--- src/rtl/core/shdlc_response_frame_decoder_unit_defines.svh ---
// Assertion macros used by the SHDLC response decoder RTL.
// No dependencies; included by the files that carry assertions.
`ifndef SHDLC_RESPONSE_FRAME_DECODER_UNIT_DEFINES_SVH
`define SHDLC_RESPONSE_FRAME_DECODER_UNIT_DEFINES_SVH

// Same-cycle implication, disabled during reset
`define SHDLC_ASSERT_IMPL(label, clk, rst_n, ante, cons) \
  label: assert property (@(posedge clk) disable iff (!rst_n) (ante) |-> (cons)) \
    else $error("shdlc assertion failed");

// Next-cycle implication, disabled during reset
`define SHDLC_ASSERT_NEXT(label, clk, rst_n, ante, cons) \
  label: assert property (@(posedge clk) disable iff (!rst_n) (ante) |=> (cons)) \
    else $error("shdlc assertion failed");

`endif

--- src/rtl/core/shdlc_pkg.sv ---
// Package for the SHDLC response frame decoder: codes, byte constants and types.
// No dependencies.
package shdlc_pkg;

  // Framing and stuffing bytes
  localparam logic [7:0] FLAG_BYTE   = 8'h7E;
  localparam logic [7:0] ESC_BYTE    = 8'h7D;
  localparam logic [7:0] ESC_FLAG    = 8'h5E;
  localparam logic [7:0] ESC_ESC     = 8'h5D;
  localparam logic [7:0] ESC_XON     = 8'h31;
  localparam logic [7:0] ESC_XOFF    = 8'h33;
  // flow-control characters DC1 and DC3
  localparam logic [7:0] DC1_BYTE    = 8'h11;
  localparam logic [7:0] DC3_BYTE    = 8'h13;
  localparam logic [7:0] INV_MASK    = 8'hFF;
  localparam logic [7:0] ZERO_BYTE   = 8'h00;

  localparam int unsigned CNT_W      = 10;
  localparam logic [CNT_W-1:0] CNT_MAX = '1;

  // Result queue geometry
  localparam int unsigned FIFO_DEPTH = 4;
  localparam int unsigned PTR_W      = $clog2(FIFO_DEPTH);
  localparam int unsigned FCNT_W     = $clog2(FIFO_DEPTH + 1);

  typedef enum logic [2:0] {
    ST_OK        = 3'd0,
    ST_BAD_DELIM = 3'd1,
    ST_CSUM      = 3'd2,
    ST_DEV_STATE = 3'd3,
    ST_SHORT     = 3'd4
  } frame_status_t;

  typedef enum logic {
    KIND_DATA    = 1'b0,
    KIND_SUMMARY = 1'b1
  } item_kind_t;

  typedef struct packed {
    logic [0:0] item_kind;
    logic [7:0] data_byte;
    logic [7:0] slave_address;
    logic [7:0] command_id;
    logic [7:0] device_state;
    logic [7:0] payload_length;
    logic [2:0] frame_status;
  } result_t;

  // Up to two results produced by one input byte, packed from slot 0
  typedef struct packed {
    logic [1:0] num;
    result_t    r0;
    result_t    r1;
  } result_pair_t;

endpackage

--- src/rtl/core/shdlc_if.sv ---
// Valid/ready channel interfaces for the SHDLC response decoder.
// Depends on nothing; payload widths follow the frame fields.
interface shdlc_in_if;
  logic       valid;
  logic       ready;
  logic [7:0] rx_byte;
  logic [0:0] frame_end;

  modport source (output valid, output rx_byte, output frame_end, input ready);
  modport sink   (input valid, input rx_byte, input frame_end, output ready);
endinterface

interface shdlc_out_if;
  logic       valid;
  logic       ready;
  logic [0:0] item_kind;
  logic [7:0] data_byte;
  logic [7:0] slave_address;
  logic [7:0] command_id;
  logic [7:0] device_state;
  logic [7:0] payload_length;
  logic [2:0] frame_status;

  modport source (output valid, output item_kind, output data_byte, output slave_address,
                  output command_id, output device_state, output payload_length,
                  output frame_status, input ready);
  modport sink   (input valid, input item_kind, input data_byte, input slave_address,
                  input command_id, input device_state, input payload_length,
                  input frame_status, output ready);
endinterface

--- src/rtl/core/shdlc_decode_core.sv ---
// Frame state and per-byte decode step: unstuffing, header capture, checksum, summary.
// Depends on shdlc_pkg.
module shdlc_decode_core (
  input  logic                 clk,
  input  logic                 rst_n,
  input  logic                 step_en,
  input  logic [7:0]           rx_byte,
  input  logic                 frame_end,
  output shdlc_pkg::result_pair_t res
);

  typedef struct packed {
    logic                        esc;
    logic                        in_frame;
    logic                        open_ok;
    logic [shdlc_pkg::CNT_W-1:0] cnt;
    logic [7:0]                  sum;
    logic [7:0]                  prev;
    logic [7:0]                  addr;
    logic [7:0]                  cmd;
    logic [7:0]                  dst;
    logic [7:0]                  len;
  } st_t;

  typedef struct packed {
    st_t        s;
    logic       emit;
    logic [7:0] data;
  } push_t;

  st_t state_r, state_nxt;

  // Clear everything but the framing flag
  function automatic st_t clear_frame(st_t s);
    st_t c;
    c          = '0;
    c.in_frame = s.in_frame;
    return c;
  endfunction

  // Append one unstuffed byte; the previous byte goes out if it lies in the data block
  function automatic push_t push_byte(st_t s, logic [7:0] b);
    push_t p;
    p      = '0;
    p.s    = s;
    p.data = s.prev;
    p.emit = (s.cnt >= shdlc_pkg::CNT_W'(5)) &&
             ({1'b0, s.cnt} < (11'd5 + {3'b000, s.len}));
    case (s.cnt)
      shdlc_pkg::CNT_W'(0): p.s.addr = b;
      shdlc_pkg::CNT_W'(1): p.s.cmd  = b;
      shdlc_pkg::CNT_W'(2): p.s.dst  = b;
      shdlc_pkg::CNT_W'(3): p.s.len  = b;
      default: ;
    endcase
    p.s.sum  = s.sum + b;
    p.s.prev = b;
    if (s.cnt != shdlc_pkg::CNT_MAX) begin
      p.s.cnt = s.cnt + shdlc_pkg::CNT_W'(1);
    end
    return p;
  endfunction

  function automatic shdlc_pkg::result_t data_res(logic [7:0] d);
    shdlc_pkg::result_t r;
    r           = '0;
    r.item_kind = shdlc_pkg::KIND_DATA;
    r.data_byte = d;
    return r;
  endfunction

  // Decode step
  always_comb begin
    st_t                s;
    push_t              pa, pb;
    logic               use_a, use_b, do_sum;
    logic [7:0]         b_a, b_b, content;
    shdlc_pkg::result_t ra, rb, rs;
    logic               ea, eb;

    s      = state_r;
    use_a  = 1'b0;
    use_b  = 1'b0;
    b_a    = '0;
    b_b    = '0;
    do_sum = 1'b0;

    if (!state_r.in_frame) begin
      // opening byte starts a fresh frame
      s          = clear_frame(state_r);
      s.open_ok  = (rx_byte == shdlc_pkg::FLAG_BYTE);
      s.in_frame = 1'b1;
      do_sum     = frame_end;
    end else if (!frame_end) begin
      if (state_r.esc) begin
        s.esc = 1'b0;
        use_a = 1'b1;
        case (rx_byte)
          shdlc_pkg::ESC_FLAG: b_a = shdlc_pkg::FLAG_BYTE;
          shdlc_pkg::ESC_ESC:  b_a = shdlc_pkg::ESC_BYTE;
          shdlc_pkg::ESC_XON:  b_a = shdlc_pkg::DC1_BYTE;
          shdlc_pkg::ESC_XOFF: b_a = shdlc_pkg::DC3_BYTE;
          default: begin
            // unknown escape: keep the 7D, then the byte itself
            b_a = shdlc_pkg::ESC_BYTE;
            if (rx_byte == shdlc_pkg::ESC_BYTE) begin
              s.esc = 1'b1;
            end else begin
              use_b = 1'b1;
              b_b   = rx_byte;
            end
          end
        endcase
      end else if (rx_byte == shdlc_pkg::ESC_BYTE) begin
        s.esc = 1'b1;
      end else begin
        use_a = 1'b1;
        b_a   = rx_byte;
      end
    end else begin
      // closing byte: flush a dangling escape as a plain 7D
      if (state_r.esc) begin
        s.esc = 1'b0;
        use_a = 1'b1;
        b_a   = shdlc_pkg::ESC_BYTE;
      end
      do_sum = 1'b1;
    end

    pa = push_byte(s, b_a);
    if (use_a) begin
      s = pa.s;
    end
    pb = push_byte(s, b_b);
    if (use_b) begin
      s = pb.s;
    end
    ea = use_a && pa.emit;
    eb = use_b && pb.emit;
    ra = data_res(pa.data);
    rb = data_res(pb.data);

    // End-of-frame summary with status priority
    content           = s.sum - s.prev;
    rs                = '0;
    rs.item_kind      = shdlc_pkg::KIND_SUMMARY;
    rs.slave_address  = s.addr;
    rs.command_id     = s.cmd;
    rs.device_state   = s.dst;
    rs.payload_length = s.len;
    if (!s.open_ok || (rx_byte != shdlc_pkg::FLAG_BYTE)) begin
      rs.frame_status = shdlc_pkg::ST_BAD_DELIM;
    end else if ({1'b0, s.cnt} < (11'd5 + {3'b000, s.len})) begin
      rs.frame_status = shdlc_pkg::ST_SHORT;
    end else if ((content ^ shdlc_pkg::INV_MASK) != s.prev) begin
      rs.frame_status = shdlc_pkg::ST_CSUM;
    end else if (s.dst != shdlc_pkg::ZERO_BYTE) begin
      rs.frame_status = shdlc_pkg::ST_DEV_STATE;
    end else begin
      rs.frame_status = shdlc_pkg::ST_OK;
    end
    if (do_sum) begin
      s.in_frame = 1'b0;
      s.esc      = 1'b0;
    end

    // Pack results in order from slot 0
    res = '0;
    if (ea) begin
      res.r0 = ra;
      if (eb) begin
        res.r1  = rb;
        res.num = 2'd2;
      end else if (do_sum) begin
        res.r1  = rs;
        res.num = 2'd2;
      end else begin
        res.num = 2'd1;
      end
    end else if (eb) begin
      res.r0  = rb;
      res.num = 2'd1;
    end else if (do_sum) begin
      res.r0  = rs;
      res.num = 2'd1;
    end
    if (!step_en) begin
      res.num = 2'd0;
    end

    state_nxt = s;
  end

  // State register
  always_ff @(posedge clk) begin
    if (!rst_n) begin
      state_r <= '0;
    end else if (step_en) begin
      state_r <= state_nxt;
    end
  end

endmodule

--- src/rtl/core/shdlc_result_fifo.sv ---
// Result queue: takes up to two results a cycle, hands out one a cycle while rd_ready is high.
// Depends on shdlc_pkg and the assertion macro header.
`include "shdlc_response_frame_decoder_unit_defines.svh"
module shdlc_result_fifo (
  input  logic                     clk,
  input  logic                     rst_n,
  input  shdlc_pkg::result_pair_t  wr,
  output logic                     space_ok,
  output logic                     rd_valid,
  input  logic                     rd_ready,
  output shdlc_pkg::result_t       rd_data
);

  shdlc_pkg::result_t                mem_r [shdlc_pkg::FIFO_DEPTH];
  logic [shdlc_pkg::PTR_W-1:0]       wr_ptr_r, rd_ptr_r;
  logic [shdlc_pkg::FCNT_W-1:0]      cnt_r, cnt_nxt;
  logic                              rd_fire;

  assign rd_valid = (cnt_r != '0);
  assign rd_fire  = rd_valid && rd_ready;
  assign rd_data  = mem_r[rd_ptr_r];
  // room for the worst case of two results from one byte
  assign space_ok = (cnt_r <= shdlc_pkg::FCNT_W'(shdlc_pkg::FIFO_DEPTH - 2));

  always_comb begin
    cnt_nxt = cnt_r + shdlc_pkg::FCNT_W'(wr.num) - shdlc_pkg::FCNT_W'(rd_fire);
  end

  // Storage writes
  always_ff @(posedge clk) begin
    if (wr.num != 2'd0) begin
      mem_r[wr_ptr_r] <= wr.r0;
    end
    if (wr.num == 2'd2) begin
      mem_r[wr_ptr_r + shdlc_pkg::PTR_W'(1)] <= wr.r1;
    end
  end

  // Pointers and fill count
  always_ff @(posedge clk) begin
    if (!rst_n) begin
      wr_ptr_r <= '0;
      rd_ptr_r <= '0;
      cnt_r    <= '0;
    end else begin
      wr_ptr_r <= wr_ptr_r + shdlc_pkg::PTR_W'(wr.num);
      rd_ptr_r <= rd_ptr_r + shdlc_pkg::PTR_W'(rd_fire);
      cnt_r    <= cnt_nxt;
    end
  end

  `SHDLC_ASSERT_IMPL(a_fill_bound, clk, rst_n, 1'b1,
                     cnt_r <= shdlc_pkg::FCNT_W'(shdlc_pkg::FIFO_DEPTH))
  `SHDLC_ASSERT_IMPL(a_no_overrun, clk, rst_n, wr.num != 2'd0,
                     cnt_r + shdlc_pkg::FCNT_W'(wr.num) <= shdlc_pkg::FCNT_W'(shdlc_pkg::FIFO_DEPTH))
  `SHDLC_ASSERT_NEXT(a_pop_drains, clk, rst_n, rd_fire && (wr.num == 2'd0),
                     cnt_r == $past(cnt_r) - shdlc_pkg::FCNT_W'(1))

endmodule

--- src/rtl/core/shdlc_response_frame_decoder_unit.sv ---
// Top level of the SHDLC response frame decoder: input register, decode step, result queue.
// Depends on shdlc_pkg, shdlc_if, shdlc_decode_core and shdlc_result_fifo.
//
//   channel    direction  payload
//   in_chan    sink       rx_byte[7:0], frame_end
//   out_chan   source     item_kind, data_byte, header bytes, frame_status[2:0]
//
// One byte is accepted per cycle unless input stalls; it is held in the input register,
// is decoded there and its zero, one or two results land in a four-entry queue.
// Results are offered in order once written to the queue; input stalls only while the
// queue cannot take two more results (the decode step writes up to two at once).
// Reset (rst_n, synchronous, active low) clears the frame state and empties the queue.
module shdlc_response_frame_decoder_unit (
  input  logic        clk,
  input  logic        rst_n,
  shdlc_in_if.sink    in_chan,
  shdlc_out_if.source out_chan
);

  logic                    hold_vld_r;
  logic [7:0]              hold_byte_r;
  logic                    hold_end_r;
  logic                    space_ok;
  logic                    step_en;
  logic                    in_fire;
  shdlc_pkg::result_pair_t res;
  shdlc_pkg::result_t      rd_data;

  assign step_en       = hold_vld_r && space_ok;
  assign in_chan.ready = !hold_vld_r || step_en;
  assign in_fire       = in_chan.valid && in_chan.ready;

  // Input register
  always_ff @(posedge clk) begin
    if (!rst_n) begin
      hold_vld_r <= 1'b0;
    end else if (in_chan.ready) begin
      hold_vld_r <= in_chan.valid;
    end
  end

  always_ff @(posedge clk) begin
    if (in_fire) begin
      hold_byte_r <= in_chan.rx_byte;
      hold_end_r  <= in_chan.frame_end[0];
    end
  end

  shdlc_decode_core u_core (
    .clk       (clk),
    .rst_n     (rst_n),
    .step_en   (step_en),
    .rx_byte   (hold_byte_r),
    .frame_end (hold_end_r),
    .res       (res)
  );

  shdlc_result_fifo u_fifo (
    .clk      (clk),
    .rst_n    (rst_n),
    .wr       (res),
    .space_ok (space_ok),
    .rd_valid (out_chan.valid),
    .rd_ready (out_chan.ready),
    .rd_data  (rd_data)
  );

  // Output transaction payload
  assign out_chan.item_kind      = rd_data.item_kind;
  assign out_chan.data_byte      = rd_data.data_byte;
  assign out_chan.slave_address  = rd_data.slave_address;
  assign out_chan.command_id     = rd_data.command_id;
  assign out_chan.device_state   = rd_data.device_state;
  assign out_chan.payload_length = rd_data.payload_length;
  assign out_chan.frame_status   = rd_data.frame_status;

endmodule

--- src/flat_wrapper.sv ---
// flat-port wrapper written by rule: the top's interface ports become plain ports
module shdlc_response_frame_decoder_unit_flat 
  (clk, rst_n, in_chan_valid, in_chan_rx_byte, in_chan_frame_end, in_chan_ready, out_chan_valid, out_chan_item_kind, out_chan_data_byte, out_chan_slave_address, out_chan_command_id, out_chan_device_state, out_chan_payload_length, out_chan_frame_status, out_chan_ready);
  shdlc_in_if in_chan_i ();
  shdlc_out_if out_chan_i ();
  input  logic clk;
  input  logic rst_n;
  input wire logic [$bits(in_chan_i.valid)-1:0] in_chan_valid;
  input wire logic [$bits(in_chan_i.rx_byte)-1:0] in_chan_rx_byte;
  input wire logic [$bits(in_chan_i.frame_end)-1:0] in_chan_frame_end;
  output wire logic [$bits(in_chan_i.ready)-1:0] in_chan_ready;
  output wire logic [$bits(out_chan_i.valid)-1:0] out_chan_valid;
  output wire logic [$bits(out_chan_i.item_kind)-1:0] out_chan_item_kind;
  output wire logic [$bits(out_chan_i.data_byte)-1:0] out_chan_data_byte;
  output wire logic [$bits(out_chan_i.slave_address)-1:0] out_chan_slave_address;
  output wire logic [$bits(out_chan_i.command_id)-1:0] out_chan_command_id;
  output wire logic [$bits(out_chan_i.device_state)-1:0] out_chan_device_state;
  output wire logic [$bits(out_chan_i.payload_length)-1:0] out_chan_payload_length;
  output wire logic [$bits(out_chan_i.frame_status)-1:0] out_chan_frame_status;
  input wire logic [$bits(out_chan_i.ready)-1:0] out_chan_ready;
  assign in_chan_i.valid = in_chan_valid;
  assign in_chan_i.rx_byte = in_chan_rx_byte;
  assign in_chan_i.frame_end = in_chan_frame_end;
  assign in_chan_ready = in_chan_i.ready;
  assign out_chan_valid = out_chan_i.valid;
  assign out_chan_item_kind = out_chan_i.item_kind;
  assign out_chan_data_byte = out_chan_i.data_byte;
  assign out_chan_slave_address = out_chan_i.slave_address;
  assign out_chan_command_id = out_chan_i.command_id;
  assign out_chan_device_state = out_chan_i.device_state;
  assign out_chan_payload_length = out_chan_i.payload_length;
  assign out_chan_frame_status = out_chan_i.frame_status;
  assign out_chan_i.ready = out_chan_ready;
  shdlc_response_frame_decoder_unit u_core (.clk(clk), .rst_n(rst_n), .in_chan(in_chan_i), .out_chan(out_chan_i));
endmodule
--- config.mk ---
export PLATFORM = sky130hd
export DESIGN_NAME = shdlc_response_frame_decoder_unit_flat
export DESIGN_NICKNAME = d
export VERILOG_FILES = /design/src/rtl/core/shdlc_pkg.sv /design/src/rtl/core/shdlc_if.sv /design/src/rtl/core/shdlc_decode_core.sv /design/src/rtl/core/shdlc_result_fifo.sv /design/src/rtl/core/shdlc_response_frame_decoder_unit.sv /design/src/flat_wrapper.sv
export VERILOG_INCLUDE_DIRS = /design/src /design/src/rtl/core
export SDC_FILE = /design/constraint.sdc
export NUM_CORES = 1
export LEC_CHECK = 0
export BUFFER_PORTS_ARGS = -buffer_cell sky130_fd_sc_hd__clkbuf_2
export CAP_MARGIN = 20
export CORE_ASPECT_RATIO = 0.9
export CORE_MARGIN = 1.5
export CORE_UTILIZATION = 40
export DETAILED_ROUTE_END_ITERATION = 12
export GPL_TIMING_DRIVEN = 0
export PLACE_DENSITY = 0.54
export SYNTH_ARGS = -nofsm -noshare
export SYNTH_HDL_FRONTEND = slang
export SYNTH_SLANG_ARGS = --single-unit
--- constraint.sdc ---
create_clock -name clk -period 21.8 [get_ports clk]
set_input_delay 2.18 -clock clk [delete_from_list [all_inputs] [get_ports clk]]
set_output_delay 2.18 -clock clk [all_outputs]
set_load 0.01 [all_outputs]
### Word level (Yosys, flattened, before mapping)

Memory sizes are Yosys's and may differ from the RTL's. A register that Yosys moved wholly into a read port is not among the register bits.
Cells that the tools add are included.
W data, S select, Z words.

| operators by class | value |
|---|---|
| equality and inequality tests | 17 |
| reduce and logical (&&, ||, !) cells | 17 |
| add/sub/neg operators | 13 |
| bitwise gates (word level) | 1 |
| multiplexer cells | 60 |
| magnitude comparators | 6 |

Operator list:

| kind | count |
|---|---|
| $mux W44 | 3 |
| $mux W8 | 16 |
| $mux W58 | 2 |
| $mux W45 | 2 |
| $mux W59 | 1 |
| $mux W46 | 1 |
| $eq A10 B2 Y1 const B | 4 |
| $eq A8 B7 Y1 const B | 4 |
| $lt A10 B9 Y1 | 3 |
| $add A3 B8 Y9 const A | 3 |
| $mux W1 | 22 |
| $pmux W7 S3 | 1 |
| $add A10 B1 Y10 const B | 2 |
| $eq A10 B1 Y1 const B | 2 |
| $ge A10 B3 Y1 const B | 2 |
| $logic_not A10 Y1 | 2 |
| $mux W10 | 2 |
| $ne A10 B10 Y1 const B | 2 |
| $add A8 B8 Y8 | 2 |
| $eq A8 B6 Y1 const B | 2 |
| $mux W2 | 7 |
| $ne A8 B7 Y1 const B | 1 |
| $ne A8 B8 Y1 | 1 |
| $not A8 Y8 | 1 |
| 17 further kinds | 26 |

| storage, ports and cells | value |
|---|---|
| bits in registers | 78 |
| output and inout port bits | 46 |
| input port bits | 13 |
| word-level logic and storage cells | 131 |
| bits in writable memories | 176 |
| memories kept | 1 |

Memories:

| name | words | width | rd ports | clocked after memory_dff | write ports | line | text |
|---|---|---|---|---|---|---|---|
| u_core.u_fifo.mem_r | 4 | 44 | 1 | 1 | 2 | shdlc_result_fifo.sv:14 | `shdlc_pkg::result_t mem_r [shdlc_pkg::FIFO_DEPTH];` |

### Depth between registers and ports, before layout

| depth | value |
|---|---|
| depth after elaboration | 23 |
| depth in mapped cells | 38 |
| depth with buffers taken out | 29 |

### By module

From an unflattened synthesis, not the netlist that was laid out.

| second synthesis, totals | value |
|---|---|
| cells, all modules | 1555 |
| area total of the unflattened synthesis | 16812.4 um2 |

By module, submodules not included:

| module | sequential area each (um2) | cells an instance | area an instance (um2) | times used |
|---|---|---|---|---|
| shdlc_result_fifo | 5425.2 | 475 | 8946.1 | 1 |
| shdlc_decode_core | 1221.2 | 1065 | 7531.0 | 1 |
| shdlc_response_frame_decoder_unit | 290.3 | 15 | 335.3 | 1 |

### Worst setup path after synthesis

No wires, ideal clock.

| path | value |
|---|---|
| kind | reg-to-reg |
| start | register u_core.u_core.state_r[59] in the netlist's numbering |
| end | memory u_core.u_fifo.mem_r[1][0] in the netlist's numbering, enable pin |
| clock period less this slack | 9868 ps |
| arrival | 9313 ps |
| cell stages (with the launch flop) | 26 |
| path buffers | 7 |
| data required time | 21245 ps |
| setup time | 555 ps |
| setup slack | 11932 ps |
| path through | dfxtp_1 -> buf_4 -> buf_4 -> buf_2 -> clkbuf_1 -> clkbuf_1 -> nand2_1 -> inv_1 -> ha_1 -> buf_4 -> nand3_1 -> a21oi_2 -> clkbuf_1 -> nand2_1 -> o21ai_0 -> ha_1 -> o21ai_0 -> nand3b_1 -> or3b_2 -> ha_1 -> a21oi_1 -> nand2_1 -> a2111o_1 -> a21boi_0 -> nor2_1 -> nor4_1 |

RTL lines:

| item | line | text |
|---|---|---|
| start, declared | shdlc_decode_core.sv:31 | `st_t state_r, state_nxt;` |
| start signal, assigned | shdlc_decode_core.sv:199 | `state_r <= state_nxt;` |
| end, declared | shdlc_result_fifo.sv:14 |  |

==> metrics <==
Reg2Reg Capture Point=u_core.u_fifo.mem_r[1][0]$_DFFE_PP_; Post-CTS Setup Bufs=0; crit path time final=9.60 ns; H-tree levels=1; CTS tree=yes; Syn Nets=1,564; post-synth top area share=36.7%; clk slew on worst S/H paths=0.06 ns; critical path class=register to register; unrepaired setup endpoints after global routing=false; Area Overhead vs Synth=14.0%; CP Launch Type=register; clock power share=37.8%; DIE AREA=39,000 µm²; vias per std cell=5.75; period utilization=44.0%; CP required=22.12 ns; Sw Share=29.8%; Final Hold Vio Count=0; Commonest cells post-synth=nor2_1 (193), edfxtp_1 (185), nand2_1 (149); YS warnings=0; FF-to-FF path depth=35; cells taking the most area after synthesis=edfxtp_1 (37%), dfxtp_1 (9.1%), mux4_2 (6.5%); CTS Buffer Depth=3; Routed Antenna Nets=0; total gr overflow=0; CP Capture Type=register; chip height=188 µm; Multi-input gate area=7650 µm²; row count=67; status=complete, no violations; Distinct cells, synth=100; Gate Count Post-Synth=1,488; cell-internal power=0.946 mW; Worst Hold Slack=0.496 ns; post-synthesis area per instance=10.2 µm²; Post-Route WL=47,600 µm; Hold-fix buffers, CTS=0; Skew-Pair Late Insertion Delay=0.58 ns; Post-synth ARST share=0%; accumulated negative setup slack=0 ns; total via count in the routed design=12,100; post-synthesis sequential area ratio=45.8%; Max Slew Vio Count=0; Fmax=0.104 GHz; peak supply drop=57.0 µV; leakage power=6.63 nW; max-slew headroom at the worst pin=29.8%; Port-buffer cells=57; layout cell share with drive strength beyond 1=14.9%; synthesized area=15,100 µm²; GP Congestion=0.967; post-synth top area cell=edfxtp_1; EDFF count, synth=185; NetSw=0.401 mW; ant diodes=0; Min-Delay Path Class=register to register; Pwr Density=78.0 nW/µm²; initial antenna violation count=1; Initial DRC Count=908; gr usage total=24.4%; Max Fanout on Critical Path=10; Register Area=6940 µm²; hold path depth=2; Post-CTS Resized=0; crit path DAT=9.92 ns; reg-to-reg slack, setup=12.20 ns; num ports=59; core area=37,300 µm²; Design Power=1.35 mW; CP max stage delay=0.63 ns; hold endpoint=u_core.u_core.state_r[39]$_SDFFE_PN0P_; combinational power share=21.7%; Net count, final=1,668; vias in the first global route=11,700; Seq pwr share=40.5%; crit path max-delay cell type=o21ai_0; DR pass1 iterations=6; first-pass GRT wire length=72,400 µm; effective utilization at floorplan=40.6%; Main synth FF type=edfxtp_1; largest net degree at the start of global routing=24; Max Cap Viol=0; final setup skew=0.0240 ns; Layout fillers=3,508; CTS sink cnt=254; Worst-Margin Slew=1.04 ns; most common cell in the netlist=nor2_1; Reg2Reg Launch Point=u_core.u_core.state_r[59]$_SDFFE_PN0P_; Hold Crit Start=u_core.u_core.state_r[39]$_SDFFE_PN0P_; total CTS buffers=29; Yosys reg bits=254; Root Driver=clkbuf_16; Final HPWL DP=35,300 µm; Final Setup Violations=0; WL/cell=22.7 µm; Die Wd=208 µm; residual DRC count=0
==> layer usage <==
layer / up-vias / wire, µm / global-route usage [%]
met1: 5919 / 21700 / 34.4
li1: 5635 / - / -
met4: 0 / 1350 / 6.96
met2: 445 / 21500 / 38.8
met3: 71 / 3010 / 3.78
met5: - / 0 / 0
==> sequential cells by signal (all words and copies together), names as in the netlist <==
register / flops
u_core.hold_byte_r: 8
u_core.hold_end_r: 1
u_core.hold_vld_r: 1
u_core.u_core.state_r: 61
u_core.u_fifo.cnt_r: 3
u_core.u_fifo.mem_r: 176
u_core.u_fifo.rd_ptr_r: 2
u_core.u_fifo.wr_ptr_r: 2
==> placed cells by master, fill, tap and decap left out, drive strengths merged, types with 21 or more instances in the layout <==
master,count
edfxtp,185
xnor2,39
nor3,21
mux4,44
nand2,150
inv,54
nor2,194
clkbuf,157
buf,46
and2,62
o211ai,22
ha,60
dfxtp,69
a21o,35
a21oi,49
nand3,52
o21ai,105
==> power by group through the flow <==
stage	logic, mW	registers [mW]	clock network, mW
after floorplan	0.191	0.551	0
after global placement	0.288	0.556	0
after detailed placement	0.295	0.555	0
after CTS	0.296	0.545	0.516
after global routing	0.316	0.547	0.535
final	0.293	0.545	0.509
==> how the worst max path moves through the flow <==
stage / from / to / slack [ns] / depth (start not counted)
after floorplan: u_core.u_core.state_r[59]$_SDFFE_PN0P_ / u_core.u_fifo.mem_r[1][0]$_DFFE_PP_ / 11.93 / 25
after global placement: u_core.u_core.state_r[59]$_SDFFE_PN0P_ / u_core.u_fifo.mem_r[1][4]$_DFFE_PP_ / 6.62 / 25
after detailed placement: u_core.u_core.state_r[59]$_SDFFE_PN0P_ / u_core.u_fifo.mem_r[3][0]$_DFFE_PP_ / 12.44 / 35
after CTS: u_core.u_core.state_r[59]$_SDFFE_PN0P_ / u_core.u_fifo.mem_r[3][0]$_DFFE_PP_ / 12.39 / 35
after global routing: u_core.u_core.state_r[59]$_SDFFE_PN0P_ / u_core.u_fifo.mem_r[3][0]$_DFFE_PP_ / 11.69 / 35
final: u_core.u_core.state_r[59]$_SDFFE_PN0P_ / u_core.u_fifo.mem_r[1][0]$_DFFE_PP_ / 12.20 / 35
==> through the flow <==
stage	worst slack (ns)	util (%)	std cells	cell area, µm²
2_1_floorplan	11.93	-	1488	15100
3_3_place_gp	6.62	43.0	2028	16000
3_5_place_dp	12.44	43.6	2043	16300
4_1_cts	12.39	46.3	2097	17300
5_1_grt	11.69	46.3	2098	17300
6_report	12.20	46.3	2098	17300
==> cells by family after synthesis <==
family | after synthesis | share of synthesized area [%]
and+or+nand+nor | 582 | 18.5
AOI/OAI and AO/OA | 311 | 14.2
buffers and inverters | 144 | 3.94
adders and majority gates | 63 | 5.35
DFF | 254 | 45.8
xor gates and xnor gates | 57 | 3.35
muxes | 77 | 8.83
==> cell type report <==
type / instances / area share [%]
Buffer: 93 / 2.35
Clock buffer: 37 / 4.61
Clock inverter: 17 / 1.14
Tap cell: 483 / 3.50
Inverter: 51 / 1.11
Timing Repair Buffer: 73 / 2.85
Sequential cell: 254 / 40.2
Multi-Input combinational cell: 1090 / 44.3
==> worst max-delay path: cells and delay by family (launching register included) <==
kind | cells | cell delay (ns)
AOI/OAI and AO/OA | 10 | 2.31
and+or+nand+nor | 9 | 1.75
buffers and inverters | 10 | 2.65
DFF | 1 | 0.62
xor gates and xnor gates | 1 | 0.19
adders and majority gates | 4 | 1.20
muxes | 1 | 0.58
Power figures use the tool's default switching activity.
